===== src/assert_macros.svh =====
// Assertion macros for the allocator RTL, included by the allocator top.
// No dependencies; define NO_ASSERTIONS to compile them out.
`ifndef ASSERT_MACROS_SVH
`define ASSERT_MACROS_SVH
`ifndef NO_ASSERTIONS
`define ASSERT_AR(lbl, ck, rn, prop, msg) \
	lbl: assert property (@(posedge ck) disable iff (!rn) prop) else $error(msg);
`define ASSERT_NEVER(lbl, ck, rn, expr, msg) \
	lbl: assert property (@(posedge ck) disable iff (!rn) !(expr)) else $error(msg);
`else
`define ASSERT_AR(lbl, ck, rn, prop, msg)
`define ASSERT_NEVER(lbl, ck, rn, expr, msg)
`endif
`endif


===== src/rbsa_pkg.sv =====
// Types and constants of the slot allocator.
// No dependencies; imported by rbsa_find, the allocator top and the testbench.
`default_nettype none
package rbsa_pkg;
	localparam int WORD_W   = 32;
	localparam int WORD_LOG = 5;
	localparam int SC_W     = 13;
	localparam int SC_MAX   = 8191;
	localparam int SLOT_W   = 12;

	localparam logic [1:0] ACT_ALLOC   = 2'd0;
	localparam logic [1:0] ACT_RELEASE = 2'd1;
	localparam logic [1:0] ACT_MARK    = 2'd2;
	localparam logic [1:0] ACT_CLEAR   = 2'd3;

	localparam logic [1:0] STAT_OK   = 2'd0;
	localparam logic [1:0] STAT_FULL = 2'd1;
	localparam logic [1:0] STAT_BAD  = 2'd2;

	typedef enum logic [2:0] {
		ST_CLEAR,
		ST_IDLE,
		ST_RMW,
		ST_SCAN,
		ST_DONE
	} state_t;

	typedef struct packed {
		logic [1:0]        action;
		logic [SLOT_W-1:0] slot;
	} in_item_t;

	typedef struct packed {
		logic [SLOT_W-1:0] granted_slot;
		logic [1:0]        status;
		logic [SLOT_W-1:0] free_slots;
	} out_item_t;

	typedef struct packed {
		logic first;
		logic last;
	} scan_ctl_t;

	typedef struct packed {
		logic                hit;
		logic [WORD_LOG-1:0] pos;
	} find_res_t;
endpackage
`default_nettype wire


===== src/rbsa_find.sv =====
// Masks one bitmap row to the live scan window and finds its lowest free slot.
// Depends on rbsa_pkg.
`default_nettype none
module rbsa_find import rbsa_pkg::*; #(
	parameter int ROW_AW = 7,
	parameter int CMP_W  = 13
) (
	input  wire logic [2*WORD_W-1:0] row_data,
	input  wire logic [ROW_AW-1:0]   row,
	input  wire logic [SC_W-1:0]     slot_count,
	input  wire logic [SC_W-1:0]     start,
	input  wire scan_ctl_t           ctl,
	output find_res_t                res
);
	logic [WORD_W-1:0] used_w;
	logic [WORD_W-1:0] rsv_w;
	logic [WORD_W-1:0] cand;
	logic [CMP_W-1:0]  sc_x;
	logic [CMP_W-1:0]  k_x;

	assign used_w = row_data[2*WORD_W-1:WORD_W];
	assign rsv_w  = row_data[WORD_W-1:0];
	assign sc_x   = CMP_W'(slot_count);
	assign k_x    = CMP_W'(start);

	always_comb begin
		logic [CMP_W-1:0] s;
		s = '0;
		for (int b = 0; b < WORD_W; b++) begin
			s = CMP_W'({row, WORD_LOG'(b)});
			cand[b] = !used_w[b] && !rsv_w[b] && (s != '0) && (s < sc_x)
				&& (!ctl.first || s >= k_x) && (!ctl.last || s < k_x);
		end
	end

	always_comb begin
		res.hit = |cand;
		res.pos = '0;
		for (int b = WORD_W - 1; b >= 0; b--) begin
			if (cand[b]) begin
				res.pos = WORD_LOG'(b);
			end
		end
	end
endmodule
`default_nettype wire


===== config.mk =====
export PLATFORM = sky130hd
export DESIGN_NAME = rbsa_find
export DESIGN_NICKNAME = d
export VERILOG_FILES = /design/src/assert_macros.svh /design/src/rbsa_pkg.sv /design/src/rbsa_find.sv
export SDC_FILE = /design/constraint.sdc
export NUM_CORES = 1
export LEC_CHECK = 0
export BUFFER_PORTS_ARGS = -buffer_cell sky130_fd_sc_hd__buf_2
export CAP_MARGIN = 20
export CORE_ASPECT_RATIO = 0.9
export CORE_MARGIN = 1.5
export CORE_UTILIZATION = 45
export DETAILED_ROUTE_END_ITERATION = 7
export GPL_TIMING_DRIVEN = 0
export PLACE_DENSITY_LB_ADDON = 0.05
export SLEW_MARGIN = 5
export SYNTH_ARGS = -nofsm -noshare
export SYNTH_HDL_FRONTEND = slang
export SYNTH_SLANG_ARGS = --single-unit

===== constraint.sdc =====
create_clock -name vclk -period 4.5
set_clock_uncertainty 0.05 [all_clocks]
set_input_delay 0.9 -clock vclk [all_inputs]
set_output_delay 0.9 -clock vclk [all_outputs]
set_load 0.005 [all_outputs]

-- Yosys cells after proc, flatten, opt, wreduce, memory -nomap -nowiden
Index checks and enable logic that the tools add are counted.
- $lt $le $gt $ge: 96
- mux-type cells: 32
- reductions and logical operators: 261
- operators by type and width (cell ; count):
    $lt A12 B13 Y1 ; 64
    $ge A12 B13 Y1 ; 32
    $mux W5 ; 32
    $logic_and A1 B1 Y1 ; 129
    $logic_not A1 Y1 ; 66
    $logic_or A1 B1 Y1 ; 64
    $reduce_or A32 Y1 ; 1
    $reduce_bool A7 Y1 ; 1
- register bits: 0
- input bits: 99
- output and inout bits: 6
- word-level logic and storage cells: 389

-- Longest topological paths before layout
- word-level depth: 37
- depth in mapped cells: 13
- depth with buffers taken out: 11

-- Worst setup path before layout
No wires, ideal clock.
- kind: in2out
- start point: input slot_count[8]
- end point: output res[2] (netlist name)
- data arrival time: 3342 ps
- required time: 3550 ps
- setup slack: 208 ps
- stages: 11
- path through: inv_1 > ha_1 > a41oi_2 > a21bo_2 > a221o_1 > a2111oi_2 > a21oi_1 > or3b_1 > a31oi_1 > or3_1 > a311oi_2
- RTL lines (element ; line ; RTL):
    from (decl) ; rbsa_find.sv:10 ; input wire logic [SC_W-1:0] slot_count,
    to (decl) ; rbsa_find.sv:13 ; output find_res_t res

==> flow_summary_export.csv <==
group,metric,value,unit
floorplanning,start_util,47.9,%
routing,viasPerCell,7.40,
routing,drt_iter0_drc,692,
timing,max_slew_margin,37.8,%
setup_path,crit_type,"in2out",
synthesis,synth.net_count,525,
routing,routedWlPerCell,23.3,µm
synthesis,yosys.area.top_type_share,7.18,%
pwr,combPwrFrac,100.0,%
cells_and_area,drive_above_1_share,52.2,%
setup_path,crit_required,3550,ps
timing,rsz0062_at_grt,"yes",
timing,hold_violations,0,
timing,whs,2350,ps
pwr,clockPowerShare,0,%
cells_and_area,fin_util,80.6,%
timing,period_needed,4680,ps
run_status,violations,"negative setup slack",
global_routing,grt_overflow,0,
global_routing,grt_pass1_wl,21300,µm
setup_path,worstPathMaxFanout,8,
placement,dp_hpwl,9700,µm
timing,post-route-period-util,104,%
pwr,p_leak,1.90,nW
timing,maxSlewViolCount,0,
routing,route.detailed.drc,0,
pwr,pwr-share-seq,0,%
setup_path,endpoint,"res[1]",
routing,drt-pass1-iter-count,6,
placement,gp_congestion,0.956,
cells_and_area,final_common_cell,"buf_2",
flow_run,maxCapViolCount,0,
routing,dr_total_vias,4633,
timing,worst-slew-pin-transition,925,ps
routing,routed_wl,14600,µm
synthesis,synth_area,2790,µm²
global_routing,grt_pass1_vias,4261,
setup_path,timing.critical_path.to_type,"output port",
synthesis,yosysUniqueCellTypes,83,
setup_path,crit_start,"start[10]",
run_status,outcome,"complete, but fails checks",
floorplanning,die_area,6670,µm²
synthesis,avgSynthCellArea,6.80,µm²
global_routing,grt_max_degree,11,
cells_and_area,fin_nets,673,
timing,setup_viol,6,
cells_and_area,clock_buffers,0,
cells_and_area,ff_latch_area,0,µm²
timing,max_freq,0.214,GHz
floorplanning,fp.dieW,85.9,µm
cells_and_area,seq_cells,0,
floorplanning,num_rows,26,
cells_and_area,areaGrowthSynthToFinish,68.4,%
floorplanning,io_pins,105,
setup_path,cp-start-kind,"input pin",
placement,port_buffers,104,
global_routing,grtUsageTotal,40.0,%
pwr,vdd_drop_max,0.0704,mV
pwr,netSwitchingFraction,55.8,%
global_routing,antenna_found_initial,0,
synthesis,ys_seq_area_share,0,%
cts,hold_buffers,0,
min_path,hp-class,"in2out",
pwr,power_switching,0.341,mW
floorplanning,die_h,77.7,µm
pwr,total_power,0.611,mW
timing,fin_ws,-181,ps
pwr,p_per_area,130,nW/µm²
synthesis,yosysWarnings,0,
synthesis,synth_area_leaders,"ha_1 (7.2%), nand2_1 (4.0%), nor2_1 (3.5%), a21oi_1 (3.4%), mux2i_1 (3.2%)",
synthesis,yosysTopAreaCell,"ha_1",
synthesis,netlist_instances,410,
floorplanning,core,5820,µm²
cells_and_area,final_cell_mix,"buf_2 (97), buf_4 (45), nand2_1 (29)",
cells_and_area,antenna_cells,0,
setup_path,cp.arrival,3730,ps
routing,ant_nets,0,
pwr,p_int,0.270,mW
## metal layers
metal | vias up | GRT usage [%] | share of wire [%]
li1 | 1969 | - | -
met1 | 2097 | 48.7 | 36
met2 | 438 | 67.4 | 44
met3 | 129 | 8.51 | 13
met4 | 0 | 17.3 | 6.9
met5 | - | 0 | 0
## cell families (layout without fill, tap and decap cells)
logic type                 count (synthesis)  count (layout)  share of synthesized area, %
buffers and inverters                     51             197                          7.59
muxes                                      9               9                          3.23
and+or+nand+nor                          169             169                          34.4
adders and majority gates                 16              16                          7.18
AOI/OAI and AO/OA                        165             165                          47.6
## cells in the mapped netlist, types with 5 or more instances
cell type   n
nand4b_1    7
and2_1      6
nor2_1     26
o31ai_1    10
a221oi_1    9
a211oi_1   11
a21o_1      5
o21bai_1    5
a21oi_1    19
clkbuf_1   17
mux2i_1     9
o2111ai_1   5
buf_2      10
nor4_1     13
nand2b_1    8
inv_1      20
nand3_1    14
nand2_1    30
a311oi_1    8
and3_1      5
nor3_1     14
a2111oi_0   9
o21ai_0    17
nand4_1    10
o211ai_1    7
or2_2       6
ha_1       16
## how the worst min path moves through the flow
stage / from / endpoint / slack [ps] / depth (start not counted)
finish: row_data[4] / res[1] / 2350 / 7
global route: row_data[4] / res[1] / 2380 / 7
CTS: row_data[4] / res[1] / 2370 / 7
detailed placement: row_data[41] / res[1] / 2360 / 6
global placement: row_data[4] / res[1] / 2340 / 7
floorplan: row_data[53] / res[0] / 2100 / 3
## stage by stage
| stage | setup WS, ps | setup TNS, ps | area, µm² | instances |
|---|---|---|---|---|
| global route | -241 | -1230 | 4690 | 626 |
| global placement | -706 | -3220 | 3390 | 584 |
| CTS | -33.7 | -54.5 | 4410 | 610 |
| detailed placement | -635 | -3140 | 3390 | 584 |
| floorplan | 208 | 0 | 2790 | 410 |
| finish | -181 | -599 | 4690 | 626 |
## worst max-delay path: stages
cell       delay, ps
buf_2             90
inv_2             40
ha_4             290
nand4b_4         240
buf_4            230
nor3_4           350
a211o_1          230
a221o_1          240
nand3b_1         160
and2_1           170
nand3_1          160
a2111oi_4        360
o31ai_1          120
buf_2            130
## final cells by class
cell class | count | area, µm²
buffer | 29 | 193
fill | 377 | 1130
inverter | 21 | 86.3
multi-input combinational | 359 | 3380
tap | 70 | 87.6
timing repair buffer | 147 | 943
## power by group through the flow
stage | clock network [mW] | logic, mW | registers (mW)
after CTS | 0 | 0.537 | 0
final | 0 | 0.611 | 0
after floorplan | 0 | 0.255 | 0
after global routing | 0 | 0.640 | 0
after detailed placement | 0 | 0.394 | 0
after global placement | 0 | 0.390 | 0
## timing repair
action / CTS / global route
setup buffers: 27 / 16
endpoints found under the setup margin: 6 / 6
resized for setup: 152 / 43
pin swaps: 51 / 25
hold endpoints to repair: 0 / 0
No activity file was read; power rests on OpenSTA's default activity.
